$ cat src/design/crfe_pkg.sv
// crfe_pkg: shared types and constants of the clipped rectangle fill engine
// item layouts, request and job codes, default sizes; no dependencies

package crfe_pkg;

    localparam int DEF_SCREEN_WIDTH  = 64;
    localparam int DEF_SCREEN_HEIGHT = 64;
    localparam int DEF_QUEUE_DEPTH   = 4;

    // job fields sized for the largest supported screen (1024 x 1024)
    localparam int ADDR_W  = 20;
    localparam int EXT_W   = 11;
    localparam int COORD_W = 14;
    localparam int PIX_W   = 32;

    localparam logic [PIX_W-1:0] RGB_MASK = 32'h00FF_FFFF;

    localparam logic [2:0] REQ_CLEAR  = 3'd0;
    localparam logic [2:0] REQ_FILL   = 3'd1;
    localparam logic [2:0] REQ_FRAME  = 3'd2;
    localparam logic [2:0] REQ_INVERT = 3'd3;
    localparam logic [2:0] REQ_READ   = 3'd4;

    typedef logic signed [COORD_W-1:0] t_coord;

    typedef enum logic [1:0] {
        OP_NOP    = 2'd0,
        OP_WRITE  = 2'd1,
        OP_INVERT = 2'd2,
        OP_READ   = 2'd3
    } t_op;

    typedef struct packed {
        logic [2:0]        req_type;
        logic signed [11:0] x_pos;
        logic signed [11:0] y_pos;
        logic signed [11:0] width;
        logic signed [11:0] height;
        logic [PIX_W-1:0]  color;
    } t_req;

    typedef struct packed {
        logic [PIX_W-1:0] read_pixel;
        logic             off_screen;
    } t_rsp;

    // one clipped box for the back end
    typedef struct packed {
        t_op               op;
        logic [ADDR_W-1:0] base;
        logic [EXT_W-1:0]  w;
        logic [EXT_W-1:0]  h;
        logic [PIX_W-1:0]  color;
        logic              last;
        logic              off;
    } t_job;

endpackage

$ cat src/design/crfe_queue.sv
// crfe_queue: short job queue between the front and back ends
// depends on crfe_pkg

module crfe_queue #(
    parameter int DEPTH = crfe_pkg::DEF_QUEUE_DEPTH
) (
    input  logic           i_clk,
    input  logic           i_rst_n,
    input  logic           i_push,
    input  crfe_pkg::t_job i_data,
    output logic           o_full,
    input  logic           i_pop,
    output crfe_pkg::t_job o_data,
    output logic           o_empty
);
    import crfe_pkg::*;

    localparam int PW = $clog2(DEPTH);
    localparam int CW = $clog2(DEPTH + 1);
    localparam logic [PW-1:0] P_LAST = PW'(DEPTH - 1);
    localparam logic [CW-1:0] C_FULL = CW'(DEPTH);

    t_job          r_mem [DEPTH];
    logic [PW-1:0] r_wptr, n_wptr, r_rptr, n_rptr;
    logic [CW-1:0] r_cnt, n_cnt;
    logic          do_push, do_pop;

    assign o_full  = (r_cnt == C_FULL);
    assign o_empty = (r_cnt == '0);
    assign o_data  = r_mem[r_rptr];
    assign do_push = i_push && !o_full;
    assign do_pop  = i_pop && !o_empty;

    always_comb begin
        n_wptr = r_wptr;
        n_rptr = r_rptr;
        n_cnt  = r_cnt;
        if (do_push) begin
            n_wptr = (r_wptr == P_LAST) ? '0 : r_wptr + 1'b1;
        end
        if (do_pop) begin
            n_rptr = (r_rptr == P_LAST) ? '0 : r_rptr + 1'b1;
        end
        if (do_push && !do_pop) begin
            n_cnt = r_cnt + 1'b1;
        end else if (do_pop && !do_push) begin
            n_cnt = r_cnt - 1'b1;
        end
    end

    always_ff @(posedge i_clk) begin
        if (!i_rst_n) begin
            r_wptr <= '0;
            r_rptr <= '0;
            r_cnt  <= '0;
        end else begin
            r_wptr <= n_wptr;
            r_rptr <= n_rptr;
            r_cnt  <= n_cnt;
        end
        if (do_push) begin
            r_mem[r_wptr] <= i_data;
        end
    end

endmodule

$ cat config.mk
export PLATFORM = sky130hd
export DESIGN_NAME = crfe_queue
export DESIGN_NICKNAME = d
export VERILOG_FILES = /design/src/design/crfe_pkg.sv /design/src/design/crfe_queue.sv
export SDC_FILE = /design/constraint.sdc
export NUM_CORES = 1
export LEC_CHECK = 0
export BUFFER_PORTS_ARGS = -buffer_cell sky130_fd_sc_hd__buf_2
export CAP_MARGIN = 25
export CORE_MARGIN = 2
export CORE_UTILIZATION = 51
export DETAILED_ROUTE_END_ITERATION = 8
export GPL_TIMING_DRIVEN = 0
export PLACE_DENSITY = 0.75
export SLEW_MARGIN = 25
export SYNTH_ARGS = -nofsm -noshare
export SYNTH_HDL_FRONTEND = slang
export SYNTH_SLANG_ARGS = --single-unit
$ cat constraint.sdc
create_clock -name i_clk -period 3.2 [get_ports i_clk]
set_input_delay 0.16 -clock i_clk [delete_from_list [all_inputs] [get_ports i_clk]]
set_output_delay 0.16 -clock i_clk [all_outputs]
set_load 0.01 [all_outputs]
## Yosys cells after proc, flatten, opt, wreduce, memory -nomap -nowiden

Memory sizes are Yosys's and may differ from the RTL's. A register that Yosys moved wholly into a read port is not among the register bits.
Index checks and enable logic that the tools add are counted.

| operators by class | value |
|---|---|
| add/sub/neg operators | 4 |
| equal/unequal tests | 3 |
| mux-type cells | 8 |
| reductions and logical operators | 10 |

Operator list:

| operator | count |
|---|---|
| 2-bit two-way mux | 4 |
| 3-bit two-way mux | 2 |
| 2-bit by 1-bit adder with 2-bit output, second input constant | 2 |
| 2-bit == test, second input constant | 2 |
| 1-bit logical AND | 4 |
| 1-bit logical NOT | 4 |
| 3-bit by 1-bit adder with 3-bit output, second input constant | 1 |
| 3-bit == test, second input constant | 1 |
| 3-bit logical NOT | 1 |
| 3-bit by 1-bit subtractor with 3-bit output, second input constant | 1 |
| 1-bit two-way mux | 2 |
| 2-bit nonzero test | 1 |

| word-level totals | value |
|---|---|
| bits in registers | 7 |
| bits in writable memories | 312 |
| word-level logic and storage cells | 29 |
| memories | 1 |

Memory list:

| name | words | bits a word | rd ports | clocked after Yosys merged registers in | wr ports | line | text |
|---|---|---|---|---|---|---|---|
| r_mem | 4 | 78 | 1 | 1 | 1 | crfe_queue.sv:23 | `t_job r_mem [DEPTH];` |

## Longest topological paths before layout

| logic depth | value |
|---|---|
| word-level depth | 7 |
| depth in mapped cells | 9 |
| depth with buffers taken out | 8 |

## Least setup slack after synthesis

No wires, ideal clock.

| path | value |
|---|---|
| path kind | register to register |
| start point | reg r_cnt[0] |
| end point | mem r_mem[1][0] in the netlist's numbering (enable) |
| setup time | 445 ps |
| arrival time | 2,733 ps |
| path slack | 22 ps |
| cell stages (with the launch flop) | 5 |
| cells stage by stage | dfxtp_1 > nor3b_1 > nor2b_1 > clkbuf_1 > and2_1 |

| on the way | value |
|---|---|
| word-level cells in the longest chain between the ends | 5 |

RTL lines:

| element | line | text |
|---|---|---|
| from (decl) | crfe_queue.sv:25 | `logic [CW-1:0] r_cnt, n_cnt;` |
| from (signal assigned) | crfe_queue.sv:59 | `r_cnt <= n_cnt;` |
| 3-bit == test | crfe_queue.sv:28 | `assign o_full = (r_cnt == C_FULL);` |
| via o_full | crfe_queue.sv:11 | `output logic o_full,` |
| 1-bit logical NOT | crfe_queue.sv:31 | `assign do_push = i_push && !o_full;` |
| 1-bit logical AND | crfe_queue.sv:31 |  |
| via do_push | crfe_queue.sv:26 | `logic do_push, do_pop;` |
| 1-bit two-way mux | crfe_queue.sv:61 | `if (do_push) begin` |
| 1-bit two-way mux (not written as such) | crfe_queue.sv:62 | `r_mem[r_wptr] <= i_data;` |
| to (decl) | crfe_queue.sv:23 |  |

The timed path passes the listed nets, and every way through them passes these cells.

## Worst setup path after layout

| path | value |
|---|---|
| start point | reg r_cnt[0] |
| end point | reg r_cnt[2] |

| on the way | value |
|---|---|
| word-level cells in the longest chain between the ends | 6 |
| elaborated cells between the ends (all ways) | 15 |

RTL lines:

| element |
|---|
| parallel branches: the longest is 6 deep, another holds 3-bit by 1-bit subtractor with 3-bit output |

Parallel ways; which one is timed is not known. The select of a mux whose other input is x is not followed.
A chain may end at the register's enable or synchronous reset.

==> flow_summary.json <==
{
  "synth_area_um2": 11700,
  "ys_seq_area_frac": 0.813,
  "rows": 55,
  "dr.first_iter.drc_count": 286,
  "gp_congestion": 0.719,
  "die_area_um2": 24300,
  "drive_gt1_frac": 0.401,
  "finalMaxSlewViolations": 0,
  "synth_cell_type_count": 25,
  "antennaDiodeCount": 0,
  "ys.flop_type": "edfxtp_1",
  "comb_power_share": 0.226,
  "drc": 0,
  "crit_path_max_fanout": 5,
  "antenna_found_initial": 0,
  "timing.fmax_mhz": 404,
  "htreeDepth": 2,
  "synthSimpleGateAreaFrac": 0.00873,
  "p_leak_uw": 0.00509,
  "grtUsageTotal": 0.177,
  "cts_made_buffers": 34,
  "syn_nets": 548,
  "synthXorXnorAreaFrac": 0.00149,
  "hold_viol_final": 0,
  "wl_um": 21300,
  "dp_hpwl_um": 12700,
  "die_h_um": 156,
  "fin_crit_ns": 2.48,
  "clkSlewWorstSetupHoldPaths_ns": 0.06,
  "finalSetupViolations": 0,
  "clkPwrFrac": 0.318,
  "viasPerCell": 5.43,
  "drv_cap": 0,
  "end_kind": "flop",
  "die_w_um": 156,
  "status": "finished clean",
  "startpoint_type": "flop",
  "powerDensity_nw_per_um2": 772,
  "clock_latency_ns": 0.49,
  "reg2reg_slack_ns": 0.72,
  "clockBufferDepth": 3,
  "io_buffers": 161,
  "tns_ns": 0,
  "grt_pass1_vias": 6097,
  "post_cts_buffers": 0,
  "synth_top_family_by_area": "multiplexers",
  "cp.arrival_ns": 2.88,
  "slew_headroom": 0.488,
  "crit_type": "flop to flop",
  "async_flop_share": 0,
  "first_pass_iters": 4,
  "critical-path-top-delay-family": "compound AO/OA/AOI/OAI gates",
  "final_nets": 828,
  "finalPower_uw": 11500,
  "seqPwrFrac": 0.456,
  "ios": 162,
  "cts_tree": "built",
  "p_int_uw": 8580,
  "grt_start_max_net_pins": 47,
  "netlist_instances": 459,
  "clockRootBuffer": "clkbuf_16",
  "synth_adder_area_share": 0.00809,
  "cts_sinks": 321,
  "core_um2": 22600,
  "clock_skew_ns": 0.0102,
  "dp.cells": 909,
  "ys_ff_latch": 321,
  "initial_core_util": 0.519,
  "max_stage_delay_ns": 0.56,
  "switching_power_uw": 2900,
  "syn_to_final_growth_pct": 26.5,
  "synth_mux_area_frac": 0.152,
  "synth_top_area_frac": 0.798,
  "crit_chain": "o31ai_1 > ha_1 > inv_1 > fa_1 > xor2_1 > or3_1 > a21boi_0",
  "overflow": 0,
  "ant_nets": 0,
  "rsz0062_at_grt": "false",
  "finalCritPeriodShare": 0.774,
  "worst_path_max_delay_cell": "o31ai_1",
  "vdd_ir_drop_max_v": 0.000595,
  "avgRoutedWirePerCell_um": 20.3,
  "synth.most_common_cell": "edfxtp_1",
  "synthTopCellsByCount": "edfxtp_1 (312), mux4_2 (78), dfxtp_1 (9), clkbuf_1 (7)",
  "synth_top_area_cell": "edfxtp_1",
  "ys_warn_count": 0,
  "path_buf_inv": 1,
  "vias": 5695,
  "syn_area_per_cell_um2": 25.6,
  "stdcell_count": 1049,
  "synth-compound-area-share": 0.00256,
  "synth-edff-count": 312,
  "synthTopCellsByArea": "edfxtp_1 (80%), mux4_2 (15%), dfxtp_1 (1.5%)",
  "hold_ws_ns": 0.141,
  "hold_class": "primary input to flop",
  "required_ns": 3.60,
  "p_sw_frac": 0.253,
  "grt_first_pass_wirelength_um": 32800,
  "tightest_slew_ns": 0.768
}
registers in the layout, summed over array words and instances (netlist names), named ones only:
name	flops
r_cnt	3
r_mem	312
r_rptr	2
r_wptr	2
through the flow:
stage / setup slack, ns / util / area [um2]
2_1_floorplan: 0.0220 / - / 11700
3_3_place_gp: -1.28 / 0.570 / 12900
3_5_place_dp: 0.733 / 0.575 / 13000
4_1_cts: 0.712 / 0.656 / 14900
5_1_grt: 0.542 / 0.656 / 14900
6_report: 0.722 / 0.656 / 14900
worst reg2reg max path, cell delays in order (launching register included):
cell and delay, ns:
dfxtp_1 0.37, o31ai_1 0.56, ha_1 0.32, inv_1 0.07, fa_1 0.40, xor2_1 0.19
or3_1 0.30, a21boi_0 0.20
cell usage in the layout (no fill, tap or decap), types with 5 or more instances in the layout:
master         synthesis  layout
buf_4                  5       5
clkbuf_16              0      35
clkinv_1               0       9
mux4_2                78      78
ha_1                   6       6
dfxtp_1                9       9
buf_2                  4     165
dlygate4sd3_1          0      79
nand2_1                6       6
clkinv_2               0       5
clkbuf_1               7      13
edfxtp_1             312     312
worst paths after layout:
check	from	endpoint	depth (start not counted)
min	i_pop	flop	3
max	r_cnt[0]	r_cnt[2]	7
min reg2reg	r_wptr[1]	r_wptr[1]	2
max reg2reg	r_cnt[0]	r_cnt[2]	7
metal layers:
metal / share of wire / vias up / wire (um) / GRT usage
li1: - / 2528 / - / -
met1: 0.42 / 2956 / 9040 / 0.231
met2: 0.51 / 170 / 10800 / 0.306
met3: 0.050 / 41 / 1080 / 0.0383
met4: 0.019 / 0 / 416 / 0.0489
met5: 0 / - / 0 / 0
power by group through the flow:
| stage | combinational [uW] | clock (uW) | sequential, uW |
|---|---|---|---|
| 6_report | 2590 | 3650 | 5230 |
| 5_1_grt | 2800 | 3910 | 5270 |
| 4_1_cts | 2650 | 3740 | 5240 |
| 3_5_place_dp | 2560 | 0 | 5320 |
| 3_3_place_gp | 2460 | 0 | 5350 |
| 2_1_floorplan | 1650 | 0 | 5310 |
kinds of logic (layout without fill, tap and decap cells):
| kind of cell | count (synthesis) | after routing |
|---|---|---|
| buffers and inverters | 23 | 328 |
| muxes | 81 | 81 |
| adders and majority gates | 7 | 7 |
| DFF | 321 | 321 |
| and+or+nand+nor | 20 | 20 |
| xor gates and xnor gates | 2 | 2 |
| AOI/OAI and AO/OA | 5 | 5 |
area by class of cell:
type	instances	area [um2]
clock buffer	41	898
clock inverter	20	151
timing repair buffer	244	1700
fill	1489	7780
tap	285	357
multi-input combinational	115	2040
buffer	20	155
sequential	321	9550
inverter	3	11.3
repair_timing:
action | 4_1_cts | 5_1_grt
resized for setup | 0 | 0
hold buffers | 79 | 0
endpoints found under the hold margin | 314 | 0
Power figures use the tool's default switching activity.
