File: src/design/crfe_pkg.sv
// crfe_pkg: shared types and constants of the clipped rectangle fill engine
// item layouts, request and job codes, default sizes; no dependencies

package crfe_pkg;

    localparam int DEF_SCREEN_WIDTH  = 64;
    localparam int DEF_SCREEN_HEIGHT = 64;
    localparam int DEF_QUEUE_DEPTH   = 4;

    // job fields sized for the largest supported screen (1024 x 1024)
    localparam int ADDR_W  = 20;
    localparam int EXT_W   = 11;
    localparam int COORD_W = 14;
    localparam int PIX_W   = 32;

    localparam logic [PIX_W-1:0] RGB_MASK = 32'h00FF_FFFF;

    localparam logic [2:0] REQ_CLEAR  = 3'd0;
    localparam logic [2:0] REQ_FILL   = 3'd1;
    localparam logic [2:0] REQ_FRAME  = 3'd2;
    localparam logic [2:0] REQ_INVERT = 3'd3;
    localparam logic [2:0] REQ_READ   = 3'd4;

    typedef logic signed [COORD_W-1:0] t_coord;

    typedef enum logic [1:0] {
        OP_NOP    = 2'd0,
        OP_WRITE  = 2'd1,
        OP_INVERT = 2'd2,
        OP_READ   = 2'd3
    } t_op;

    typedef struct packed {
        logic [2:0]        req_type;
        logic signed [11:0] x_pos;
        logic signed [11:0] y_pos;
        logic signed [11:0] width;
        logic signed [11:0] height;
        logic [PIX_W-1:0]  color;
    } t_req;

    typedef struct packed {
        logic [PIX_W-1:0] read_pixel;
        logic             off_screen;
    } t_rsp;

    // one clipped box for the back end
    typedef struct packed {
        t_op               op;
        logic [ADDR_W-1:0] base;
        logic [EXT_W-1:0]  w;
        logic [EXT_W-1:0]  h;
        logic [PIX_W-1:0]  color;
        logic              last;
        logic              off;
    } t_job;

endpackage

File: src/design/crfe_front.sv
// crfe_front: accepts command items, clips each box and hands jobs on
// depends on crfe_pkg

module crfe_front #(
    parameter int SCREEN_WIDTH  = crfe_pkg::DEF_SCREEN_WIDTH,
    parameter int SCREEN_HEIGHT = crfe_pkg::DEF_SCREEN_HEIGHT
) (
    input  logic            i_clk,
    input  logic            i_rst_n,
    input  logic            push,
    output logic            full,
    input  crfe_pkg::t_req  i_req,
    input  logic            i_hold,
    output logic            o_q_push,
    input  logic            i_q_full,
    output crfe_pkg::t_job  o_job
);
    import crfe_pkg::*;

    localparam int XW    = $clog2(SCREEN_WIDTH);
    localparam int YW    = $clog2(SCREEN_HEIGHT);
    localparam int AW    = $clog2(SCREEN_WIDTH * SCREEN_HEIGHT);
    localparam int MSB   = COORD_W - 1;
    localparam logic [AW-1:0] W_A = AW'(SCREEN_WIDTH);
    localparam t_coord SW     = t_coord'(SCREEN_WIDTH);
    localparam t_coord SH     = t_coord'(SCREEN_HEIGHT);
    localparam t_coord C_ONE  = t_coord'(1);
    localparam t_coord C_ZERO = t_coord'(0);

    typedef enum logic [2:0] {
        F_IDLE = 3'b001,
        F_CLIP = 3'b010,
        F_PUSH = 3'b100
    } t_fstate;

    t_fstate    r_state, n_state;
    t_req       r_req, n_req;
    logic [1:0] r_step, n_step;
    logic       r_any, n_any;
    t_coord     r_cx, r_cy, r_cw, r_ch;
    logic       r_hit, r_last;

    t_coord bx, by, bw, bh, cx, cy, cw, ch, ovx, ovy;
    logic   known, bad_frame, hit, last;
    logic [AW-1:0] base;

    assign full = (r_state != F_IDLE) || i_hold;

    // box of the current step
    always_comb begin
        bx = t_coord'(r_req.x_pos);
        by = t_coord'(r_req.y_pos);
        bw = t_coord'(r_req.width);
        bh = t_coord'(r_req.height);
        unique case (r_req.req_type)
            REQ_CLEAR: begin
                bx = C_ZERO;
                by = C_ZERO;
                bw = SW;
                bh = SH;
            end
            REQ_READ: begin
                bw = C_ONE;
                bh = C_ONE;
            end
            REQ_FRAME: begin
                unique case (r_step)
                    2'd0: bh = C_ONE;
                    2'd1: begin
                        by = by + bh - C_ONE;
                        bh = C_ONE;
                    end
                    2'd2: bw = C_ONE;
                    default: begin
                        bx = bx + bw - C_ONE;
                        bw = C_ONE;
                    end
                endcase
            end
            default: ;
        endcase
    end

    // clip to the screen
    always_comb begin
        cx = bx;
        cw = bw;
        if (bx[MSB]) begin
            cw = bw + bx;
            cx = C_ZERO;
        end
        cy = by;
        ch = bh;
        if (by[MSB]) begin
            ch = bh + by;
            cy = C_ZERO;
        end
        ovx = SW - (cx + cw);
        ovy = SH - (cy + ch);
        if (ovx[MSB]) begin
            cw = SW - cx;
        end
        if (ovy[MSB]) begin
            ch = SH - cy;
        end
        known     = (r_req.req_type <= REQ_READ);
        bad_frame = (r_req.req_type == REQ_FRAME) &&
                    ((r_req.width <= 12'sd0) || (r_req.height <= 12'sd0));
        hit  = known && !bad_frame && !cw[MSB] && (cw != C_ZERO) &&
               !ch[MSB] && (ch != C_ZERO);
        last = (r_req.req_type != REQ_FRAME) || bad_frame || (r_step == 2'd3);
    end

    assign base = (AW'(r_cy[YW-1:0]) * W_A) + AW'(r_cx[XW-1:0]);

    always_comb begin
        o_job       = '0;
        o_job.base  = ADDR_W'(base);
        o_job.w     = r_cw[EXT_W-1:0];
        o_job.h     = r_ch[EXT_W-1:0];
        o_job.color = r_req.color;
        o_job.last  = r_last;
        o_job.off   = (r_req.req_type <= REQ_READ) && !(r_any || r_hit);
        o_job.op    = OP_NOP;
        if (r_hit) begin
            unique case (r_req.req_type)
                REQ_INVERT: o_job.op = OP_INVERT;
                REQ_READ:   o_job.op = OP_READ;
                default:    o_job.op = OP_WRITE;
            endcase
        end
    end

    assign o_q_push = (r_state == F_PUSH) && !i_q_full;

    always_comb begin
        n_state = r_state;
        n_req   = r_req;
        n_step  = r_step;
        n_any   = r_any;
        unique case (r_state)
            F_IDLE: begin
                if (push && !full) begin
                    n_req   = i_req;
                    n_step  = 2'd0;
                    n_any   = 1'b0;
                    n_state = F_CLIP;
                end
            end
            F_CLIP: n_state = F_PUSH;
            F_PUSH: begin
                if (!i_q_full) begin
                    n_any = r_any || r_hit;
                    if (r_last) begin
                        n_state = F_IDLE;
                    end else begin
                        n_step  = r_step + 2'd1;
                        n_state = F_CLIP;
                    end
                end
            end
            default: n_state = F_IDLE;
        endcase
    end

    always_ff @(posedge i_clk) begin
        if (!i_rst_n) begin
            r_state <= F_IDLE;
            r_step  <= 2'd0;
            r_any   <= 1'b0;
        end else begin
            r_state <= n_state;
            r_step  <= n_step;
            r_any   <= n_any;
        end
        r_req <= n_req;
        if (r_state == F_CLIP) begin
            r_cx   <= cx;
            r_cy   <= cy;
            r_cw   <= cw;
            r_ch   <= ch;
            r_hit  <= hit;
            r_last <= last;
        end
    end

`ifndef NO_ASSERTIONS
    a_step_frame_only: assert property (@(posedge i_clk) disable iff (!i_rst_n)
        (r_state != F_IDLE && r_step != 2'd0) |-> r_req.req_type == REQ_FRAME)
        else $error("box step advanced on a single box command");
    a_hold_blocks: assert property (@(posedge i_clk) disable iff (!i_rst_n)
        (r_state == F_IDLE && i_hold) |=> r_state == F_IDLE)
        else $error("item taken while the store was being cleared");
    a_last_ends: assert property (@(posedge i_clk) disable iff (!i_rst_n)
        (o_q_push && r_last) |=> r_state == F_IDLE)
        else $error("front kept working after the final box");
`endif

endmodule

File: config.mk
export PLATFORM = sky130hd
export DESIGN_NAME = crfe_front
export DESIGN_NICKNAME = d
export VERILOG_FILES = /design/src/design/crfe_pkg.sv /design/src/design/crfe_front.sv
export SDC_FILE = /design/constraint.sdc
export NUM_CORES = 1
export LEC_CHECK = 0
export BUFFER_PORTS_ARGS = -buffer_cell sky130_fd_sc_hd__buf_2
export CAP_MARGIN = 20
export CORE_UTILIZATION = 54
export CTS_BUF_LIST = sky130_fd_sc_hd__clkbuf_4 sky130_fd_sc_hd__clkbuf_8
export DETAILED_ROUTE_END_ITERATION = 12
export PLACE_DENSITY = 0.89
export REMOVE_ABC_BUFFERS = 1
export SYNTH_ARGS = -nofsm -noshare
export SYNTH_HDL_FRONTEND = slang
export SYNTH_SLANG_ARGS = --single-unit
File: constraint.sdc
create_clock -name i_clk -period 6.44 [get_ports i_clk]
set_input_delay 1.932 -clock i_clk [delete_from_list [all_inputs] [get_ports i_clk]]
set_output_delay 1.932 -clock i_clk [all_outputs]
set_load 0.005 [all_outputs]
Word-level counts from Yosys, hierarchy flattened --
Index checks and enable logic that the tools add are counted.
Storage, ports and cells: register bits after elaboration 125, latch bits 0, bits in writable memories 0, memory bits (read-only) 0, input port bits 88, output and inout bits 80, word-level logic and storage cells 104, memories 0
Cells by class: add/sub/neg operators 14, multiply operators 0, div/mod/pow operators 0, magnitude comparators 3, equality and inequality tests 14, shifts and indexed selects 0, muxes and demuxes 27, bitwise operators 0, reduce and logical (&&, ||, !) cells 31
Operators by type and width (number):
- two-way mux 14 bit | 8
- case mux 14 bit (3 select lines) | 2
- adder 14 bit | 4
- case mux 14 bit (2 select lines) | 2
- nonzero test 14 bit | 2
- subtractor 13 x 2 -> 14 bit, second input constant | 2
- subtractor 7 x 13 -> 14 bit, first input constant | 2
- subtractor 8 x 14 -> 14 bit, first input constant | 2
- adder 12 x 12 -> 13 bit | 2
- two-way mux 13 bit | 2
- <= comparator 12 x 1 -> 1 bit, second input constant | 2
- adder 12 bit | 1
- two-way mux 2 bit | 5
- == test 3 x 2 -> 1 bit, second input constant | 3
- logical AND 1 bit | 9
- case mux 3 bit (3 select lines) | 1
- case mux 2 bit (2 select lines) | 2
- == test 3 bit, second input constant | 2
- logical NOT 1 bit | 6
- two-way mux 3 bit | 2
- inequality test 2 bit, second input constant | 3
- logical OR 1 bit | 5
- == test 2 bit, second input constant | 2
- AND reduction 2 bit | 2
- 15 further kinds | 16

Depth between registers and ports, before layout --
Gate-level depths: netlist (run 1).
word-level depth 14, gate-level depth with buffers 34, mapped depth without buffers 33

Least setup slack after synthesis (run 1) --
OpenSTA, ideal clock, no wires.
path kind reg2reg, start point register r_req[45] (netlist name), end point register r_cw[1] (data pin), setup time 0.260 ns, data arrival time 6.237 ns, data required time 6.180 ns, path slack -0.057 ns, stages on the path, launching flop included 29, buffers on the path 1, period minus slack after synthesis 6.497 ns, path through edfxtp_1 > inv_1 > ha_1 > inv_1 > ha_1 > inv_1 > fa_1 > nand2b_1 > a211oi_1 > and4b_1 > a221o_1 > clkbuf_1 > ha_1 > a21oi_1 > nand2_1 > o21a_1 > o21ai_0 > o21ai_0 > ha_1 > ha_1 > nand4_1 > or4b_1 > a2111o_1 > a211oi_1 > a211oi_1 > o21ai_2 > xnor2_4 > xor2_4 > mux2_2
On the way: longest elaborated chain between the ends 9, elaborated cells between the ends (all ways) 13, classes of those cells add/sub: 6; mux: 7
Ends and longest elaborated chain:
- start, declared | line crfe_front.sv:37 | t_req r_req, n_req;
- start signal, assigned | line crfe_front.sv:176 | r_req <= n_req;
- adder 12 x 12 -> 13 bit | line crfe_front.sv:75 | bx = bx + bw - C_ONE;
- subtractor 13 x 2 -> 14 bit | line crfe_front.sv:75
- two-way mux 14 bit | line crfe_front.sv:67 | unique case (r_step)
- case mux 14 bit (2 select lines) | line crfe_front.sv:55 | unique case (r_req.req_type)
- adder 14 bit | line crfe_front.sv:89 | cw = bw + bx;
- two-way mux 14 bit | line crfe_front.sv:88 | if (bx[MSB]) begin
- adder 14 bit | line crfe_front.sv:98 | ovx = SW - (cx + cw);
- subtractor 8 x 14 -> 14 bit | line crfe_front.sv:98
- two-way mux 14 bit * | line crfe_front.sv:100 | if (ovx[MSB]) begin
- via cw[1] | line crfe_front.sv:43 | t_coord bx, by, bw, bh, cx, cy, cw, ch, ovx, ovy;
- end signal, assigned | line crfe_front.sv:180 | r_cw <= cw;
- end, declared | line crfe_front.sv:40 | t_coord r_cx, r_cy, r_cw, r_ch;
The timed path passes the listed nets; every way through them passes the cells marked *. A chain may end at the register's enable or synchronous reset.

Worst setup path in the final report (run 1) --
start point register r_req[32] (netlist name), end point register r_hit (data pin)
On the way: longest elaborated chain between the ends 12, elaborated cells between the ends (all ways) 24, classes of those cells add/sub: 6; order compare: 1; mux: 7; reduce/logical: 10
Ends and longest elaborated chain:
- branches (longest 11 deep; another with subtractor 13 x 2 -> 14 bit)
- logical AND 1 bit * | line crfe_front.sv:110 | !ch[MSB] && (ch != C_ZERO);
- via hit | line crfe_front.sv:44 | logic known, bad_frame, hit, last;
- end signal, assigned | line crfe_front.sv:182 | r_hit <= hit;
- end, declared | line crfe_front.sv:41 | logic r_hit, r_last;
Mark *: on every way through the listed nets, which the timed path passes.

==> impl_metrics.yaml, run 1 <==
die:
  die_h_um: 143
  num_rows: 51
  core_region_area_sq_um: 19500
  die_area_sq_um: 20600
  die_w_um: 143
  ios: 168
  initial_core_util_pct: 55.3
power_and_ir_drop:
  cellPowerDensity_nw_per_um2: 209
  ir_drop_mv: 0.153
  p_leak_nw: 5.99
worst_setup_path:
  r2r_start: "r_req[32]$_DFFE_PP_"
  worst-setup-path-type: "flop to flop"
  reg2reg_depth: 31
  cp-start-kind: "flop"
  path_max_fanout: 4
  critPathMostFrequentCell: "ha_1"
  max_stage_delay_ns: 0.41
  crit_family: "compound AO/OA/AOI/OAI gates"
  required_ns: 6.78
  cp.arrival_ns: 6.87
  reg2reg_to: "r_hit$_DFFE_PP_"
  cp_slowest_cell: "fa_2"
  critical_path.startpoint: "r_req[32]$_DFFE_PP_"
  worstSetupEndpoint: "r_hit$_DFFE_PP_"
  cp.depth: 31
  cp-end-kind: "flop"
  reg2reg_slack_ns: -0.09
  cp_num_buf_inv: 4
sta:
  worst_slack_ns: -0.0879
  max_freq_mhz: 153
  timing.slew.headroom_pct: 27.9
  worst_slew_pin_slew_ns: 1.08
  setup_viol: 6
  fin_crit_sh_pct: 101
  slew_viol_final: 0
  totalNegativeSetupSlack_ns: -0.173
  hold_violations: 0
  rsz0062_at_grt: "true"
  clock_skew_ns: 0.0122
  finalCriticalPeriod_ns: 6.53
yosys:
  synth_cell_type_count: 90
  synthArstFlopShare_pct: 0
  synth_ff_type: "edfxtp_1"
  syn_area_sq_um: 10800
  yosysSeqAreaShare_pct: 34.2
  synth_edf_count: 119
  ys_ff_latch: 125
  synth_commonest_cells: "inv_1, ha_1, edfxtp_1"
  synth_cells: 1176
  yosysTopAreaCellShare_pct: 33.1
  synth.avg_cell_area_sq_um: 9.18
  synth.most_common_cell: "inv_1"
  synth_largest_area_cell: "edfxtp_1"
  synth.area.top_cells: "edfxtp_1, ha_1, inv_1, o21ai_0, nand2_1"
  yosysWarnings: 0
cts:
  cts_max_level: 4
  tritoncts: "yes"
  clkSinkCount: 125
  clk_latency_ns: 0.47
  cts_hold_buffers: 0
  clockBufferDepth: 2
  cts-root-buf: "clkbuf_8"
  clkTransAtPathRegs_ns: 0.08
  numCtsBuffers: 17
detailed_routing:
  wl_met2_mm: 14.2
  drt_iter0_markers: 1059
  top_layer_used: "met4"
  postRouteAntennaNets: 0
  met1_length_mm: 12.3
  route.met3.wl_mm: 2.94
  avgRoutedWirePerCell_um: 18.3
  vias: 10200
  drt-pass1-iter-count: 6
  viasPerCell: 6.03
  drt_wl_total_mm: 30.8
  drcViolationCount: 0
place:
  dp_hpwl_mm: 22.0
  placed_cells_incl_taps: 1619
  place.gp.congestion: 0.958
  dpl-instance-area_sq_um: 12200
  io_buffers: 159
min_path:
  hold_class: "flop to flop"
global_route:
  grt_pass1_wl_mm: 44.8
  grt-ovfl-total: 0
  grt_pass1_vias: 9290
  antenna_found_initial: 0
  grt_max_degree: 46
  gr-usage-all-layers_pct: 28.1
flow_run:
  drv_cap: 0
layout:
  finalNonFillerCells: 1687
  drive_gt1_share_pct: 30.0
  fin_nets: 1634
  syn_to_final_growth_pct: 23.4
  final_area_sq_um: 13300
  post-route-util_pct: 68.2
  antennaDiodeCount: 0
run_status:
  outcome: "finished with violations"
  violations: "setup timing"
## cells by family (layout without fill, tap and decap cells)
kind of cell               count (synthesis)  in the layout  share of synthesized area [%]
AOI/OAI and AO/OA                        289            289                           17.7
muxes                                     18             18                           1.70
xor gates and xnor gates                  50             50                           4.47
and+or+nand+nor                          329            329                           16.1
buffers and inverters                    227            466                           9.56
adders and majority gates                137            137                           16.2
other                                      1              8                         0.0347
DFF                                      125            125                           34.2
## final cells by class
cell class	instances	area, sq um
Clock buffer	17	234
Clock inverter	14	144
Fill cell	1444	6200
Inverter	152	577
Multi-Input combinational cell	831	6530
Sequential cell	125	3700
Tap cell	265	332
Timing Repair Buffer	283	1810
## repair_timing
item                       CTS  global route
pin swaps                   10            50
setup buffers               22            13
resized for setup           23            91
hold endpoints to repair     0             0
gates cloned                 0             2
setup endpoints to repair   20            23
## state kept, by name, indices dropped and copies added, names as in the netlist
signal / cells
r_req: 51
o_job: 32
r_ch: 11
r_cw: 11
r_cx: 6
r_cy: 6
r_state: 3
r_step: 2
r_any: 1
r_hit: 1
r_last: 1
## power breakdown
group          leakage (nW)  internal, mW  switching (mW)
clock network         0.195         0.342           0.353
registers              1.15         0.944          0.0151
logic                  4.64         0.531           0.602
total                  5.99          1.82           0.970
## worst min-delay path by stage
stage,start,end,slack (ns),depth (start not counted)
2_1_floorplan,r_state[0]$_SDFFE_PN1P_,r_state[2]$_SDFFE_PN0P_,0.42,1
3_3_place_gp,r_state[0]$_SDFFE_PN1P_,r_state[2]$_SDFFE_PN0P_,0.45,1
3_5_place_dp,r_state[0]$_SDFFE_PN1P_,r_state[2]$_SDFFE_PN0P_,0.47,1
4_1_cts,r_state[0]$_SDFFE_PN1P_,r_state[2]$_SDFFE_PN0P_,0.50,1
5_1_grt,r_state[0]$_SDFFE_PN1P_,r_state[2]$_SDFFE_PN0P_,0.52,1
6_report,r_state[0]$_SDFFE_PN1P_,r_state[2]$_SDFFE_PN0P_,0.51,1
## stage by stage
step                worst slack (ns)  hold slack (ns)  total power [mW]
detailed placement            -0.195            0.475              1.86
finish                       -0.0879            0.506              2.79
floorplan                     -0.535            0.418              1.56
global placement              0.0739            0.446              1.82
global route                  -0.298            0.524              2.91
CTS                         0.000423            0.502              2.58
## per-layer routing
layer	vias up	global-route usage, %
li1	4660	-
met5	-	0
met1	4719	35.8
met3	134	6.73
met4	0	14.1
met2	666	44.3
## cells in the final DEF (no fill, tap or decap), drive strengths merged, types with 5 or more instances in the layout
| master | instances |
|---|---|
| buf | 281 |
| inv | 154 |
| ha | 131 |
| edfxtp | 119 |
| nand2 | 88 |
| o21ai | 88 |
| nor2 | 65 |
| a21oi | 63 |
| xnor2 | 32 |
| a21o | 27 |
| nor3 | 25 |
| nor2b | 20 |
| clkbuf | 19 |
| xor2 | 18 |
| nand3 | 18 |
| o21a | 16 |
| mux2i | 15 |
| nor4 | 13 |
| nand2b | 13 |
| nand4 | 11 |
| a211oi | 11 |
| nand3b | 10 |
| o22ai | 10 |
| clkinv | 10 |
| and2 | 9 |
| or3 | 9 |
| and3 | 9 |
| conb | 8 |
| a31oi | 7 |
| a21boi | 6 |
| or2 | 6 |
| dfxtp | 6 |
| or4 | 5 |
| o211ai | 5 |
| a22oi | 5 |
| o221ai | 5 |
| fa | 5 |
No activity file was read; power rests on OpenSTA's default activity.
==> run 2: changes to the inputs <==
--- a/config.mk
+++ b/config.mk
@@ -5,8 +5,8 @@
 export SDC_FILE = /design/constraint.sdc
 export NUM_CORES = 1
 export LEC_CHECK = 0
+export ABC_AREA = 1
 export BUFFER_PORTS_ARGS = -buffer_cell sky130_fd_sc_hd__buf_2
-export CAP_MARGIN = 20
 export CORE_UTILIZATION = 54
 export CTS_BUF_LIST = sky130_fd_sc_hd__clkbuf_4 sky130_fd_sc_hd__clkbuf_8
 export DETAILED_ROUTE_END_ITERATION = 12
==> run 2 against run 1 <==
  * The flow now finishes without violations
  * Combinational power grew 150%
  * Die area shrank 1.6%
  * Worst setup slack gained 0.33 ns
  * Total power grew 68%
  * Wire length shrank 17%
  * Register-to-register slack gained 0.33 ns
  * Largest cell class unchanged
==> impl_metrics.yaml, run 2 <==
run_status:
  outcome: "finished, final reports clean"
layout:
  fin_nets: 1735
  largest_reg_flops: 51
  multiInputGateArea_sq_um: 5810
  drive_gt1_share_pct: 21.1
  antennaDiodeCount: 0
  fillCellCount: 1572
  syn_to_final_growth_pct: 16.2
  mostFrequentLayoutCell: "nand2_1"
  seq_area_sq_um: 3690
  layout_common_cells: "nand2_1, inv_1, buf_2, ha_1, edfxtp_1"
  regMostFlops: "r_req"
power_and_ir_drop:
  ir_drop_mv: 0.230
  p_int_mw: 2.61
  pwr-share-clk_pct: 16.4
  seqPwrFrac_pct: 24.2
  swShare_pct: 44.1
  p_leak_nw: 6.15
  cellPowerDensity_nw_per_um2: 378
  totalPowerFinal_mw: 4.67
  combPwrFrac_pct: 59.4
  p_switching_mw: 2.06
detailed_routing:
  vias: 9565
  postRouteAntennaNets: 0
  avgRoutedWirePerCell_um: 14.4
  drcViolationCount: 0
  drt_wl_total_mm: 25.7
  drt_iter0_markers: 958
  drt-pass1-iter-count: 7
  viasPerCell: 5.36
sta:
  finalCriticalPeriod_ns: 6.19
  setup_viol: 0
  slew_viol_final: 0
  clock_skew_ns: 0.0151
  fin_crit_sh_pct: 96.2
  worst_slack_ns: 0.245
  hold_violations: 0
  timing.slew.headroom_pct: 31.1
  worst_slew_pin_slew_ns: 1.03
  max_freq_mhz: 161
yosys:
  synth_edf_count: 119
  synth.area.top_cells: "edfxtp_1, ha_1, nand2_1, inv_1, nor2_1"
  synth_ff_type: "edfxtp_1"
  yosysSeqAreaShare_pct: 34.8
  yosysTopAreaCellShare_pct: 33.7
  yosysWarnings: 0
  ys_ff_latch: 125
  syn_area_sq_um: 10600
  synth_largest_area_cell: "edfxtp_1"
  synth_commonest_cells: "nand2_1, inv_1, ha_1"
  synth.most_common_cell: "nand2_1"
  synth_cells: 1346
  synth_cell_type_count: 52
  synth.avg_cell_area_sq_um: 7.89
  synthArstFlopShare_pct: 0
global_route:
  grt_max_degree: 84
  grt-ovfl-total: 0
  antenna_found_initial: 0
  grt_pass1_wl_mm: 39.8
  gr-usage-all-layers_pct: 24.9
  grt_pass1_vias: 8692
cts:
  clockBufferDepth: 2
  clkTransAtPathRegs_ns: 0.07
  tritoncts: "yes"
  clk_latency_ns: 0.45
  cts_max_level: 4
  clkSinkCount: 125
  cts-root-buf: "clkbuf_8"
  numCtsBuffers: 17
die:
  core_region_area_sq_um: 19000
  die_w_um: 142
  die_area_sq_um: 20200
  initial_core_util_pct: 56.0
  ios: 168
  die_h_um: 142
  num_rows: 50
place:
  place_ws_ns: -0.0207
  io_buffers: 159
  dp_hpwl_mm: 19.8
  place.gp.congestion: 0.974
min_path:
  hold_path_depth: 2
  min_from: "r_any$_SDFFE_PN0P_"
  hold_class: "flop to flop"
  hold-path-endpoint: "r_any$_SDFFE_PN0P_"
worst_setup_path:
  reg2reg_to: "r_hit$_DFFE_PP_"
  cp.arrival_ns: 6.39
  crit_family: "simple AND/OR/NAND/NOR gates"
  required_ns: 6.64
  cp_num_buf_inv: 5
  cp-end-kind: "flop"
  reg2reg_depth: 40
  max_stage_delay_ns: 0.41
  cp_slowest_cell: "ha_1"
  critPathMostFrequentCell: "nand2_1"
  worst-setup-path-type: "flop to flop"
  cp-start-kind: "flop"
  path_max_fanout: 8
  reg2reg_slack_ns: 0.25
  r2r_start: "r_req[34]$_DFFE_PP_"
  critical_path.startpoint: "r_req[34]$_DFFE_PP_"
flow_run:
  drv_cap: 0
run 2: changes by cell type after synthesis, moves of 20 or more:
cell and change:
nor2_1 +50, nor2b_1 -20, nand2_1 +193, inv_1 +93
a21o_1 -24, nand3_1 +54
run 2: final cells by class:
cell class,instances,share of cell area [%]
Tap cell,260,2.64
Multi-Input combinational cell,916,47.1
Clock buffer,18,1.96
Sequential cell,125,29.9
Inverter,252,7.73
Timing Repair Buffer,199,9.08
Clock inverter,14,1.57
run 2: power groups by stage:
stage,Combinational (mW),Clock [mW],Sequential (mW)
final,2.77,0.766,1.13
after CTS,2.44,0.780,1.13
after floorplan,1.77,0,1.16
after global placement,2.30,0,1.15
after global routing,3.11,0.808,1.14
after detailed placement,2.42,0,1.15
run 2: cell families after synthesis:
family          synth area share [%]
fa+ha+maj                       16.4
simple gates                    22.8
xor+xnor                        3.43
other cells                   0.0353
flops                           34.8
compound gates                  9.66
buf+inv                         12.9
run 2: metal layers:
layer | global-route usage, % | share of wire (%) | routed length, um
met1 | 33.1 | 44 | 11200
met5 | 0 | 0 | 0
met4 | 10.7 | 2.8 | 728
met2 | 39.9 | 46 | 11900
met3 | 4.27 | 7.5 | 1920
run 2: tightest hold or removal path, cell delays in order, from the launching register on:
cell	delay [ns]
dfxtp_1	0.31
nand2_1	0.06
a21oi_1	0.05
run 2: per-stage QoR:
step	TNS (ns)	cell area, sq um	hold WS (ns)	std cells	utilization, %
after global placement	0	11500	0.446	1733	60.8
after floorplan	-0.535	10200	0.434	1293	-
after global routing	-0.233	12300	0.492	1784	65.1
after detailed placement	-0.0207	11500	0.459	1733	60.8
final	0	12300	0.465	1784	65.1
after CTS	0	12000	0.469	1765	63.1
run 2: worst max path at each step:
| stage | to | slack [ns] | cells after the start |
|---|---|---|---|
| 2_1_floorplan | r_step[0]$_SDFFE_PN0P_ | -0.21 | 9 |
| 3_3_place_gp | r_hit$_DFFE_PP_ | 0.25 | 44 |
| 3_5_place_dp | r_hit$_DFFE_PP_ | -0.02 | 46 |
| 4_1_cts | r_hit$_DFFE_PP_ | 0.01 | 43 |
| 5_1_grt | r_hit$_DFFE_PP_ | -0.23 | 40 |
| 6_report | r_hit$_DFFE_PP_ | 0.25 | 40 |
run 2: repair_timing:
item / in CTS / in global routing
resized for setup: 2 / 60
setup buffers: 0 / 19
endpoints found under the setup margin: 1 / 23
pin swaps: 0 / 31
cloned: 0 / 0
hold buffers: 0 / 0
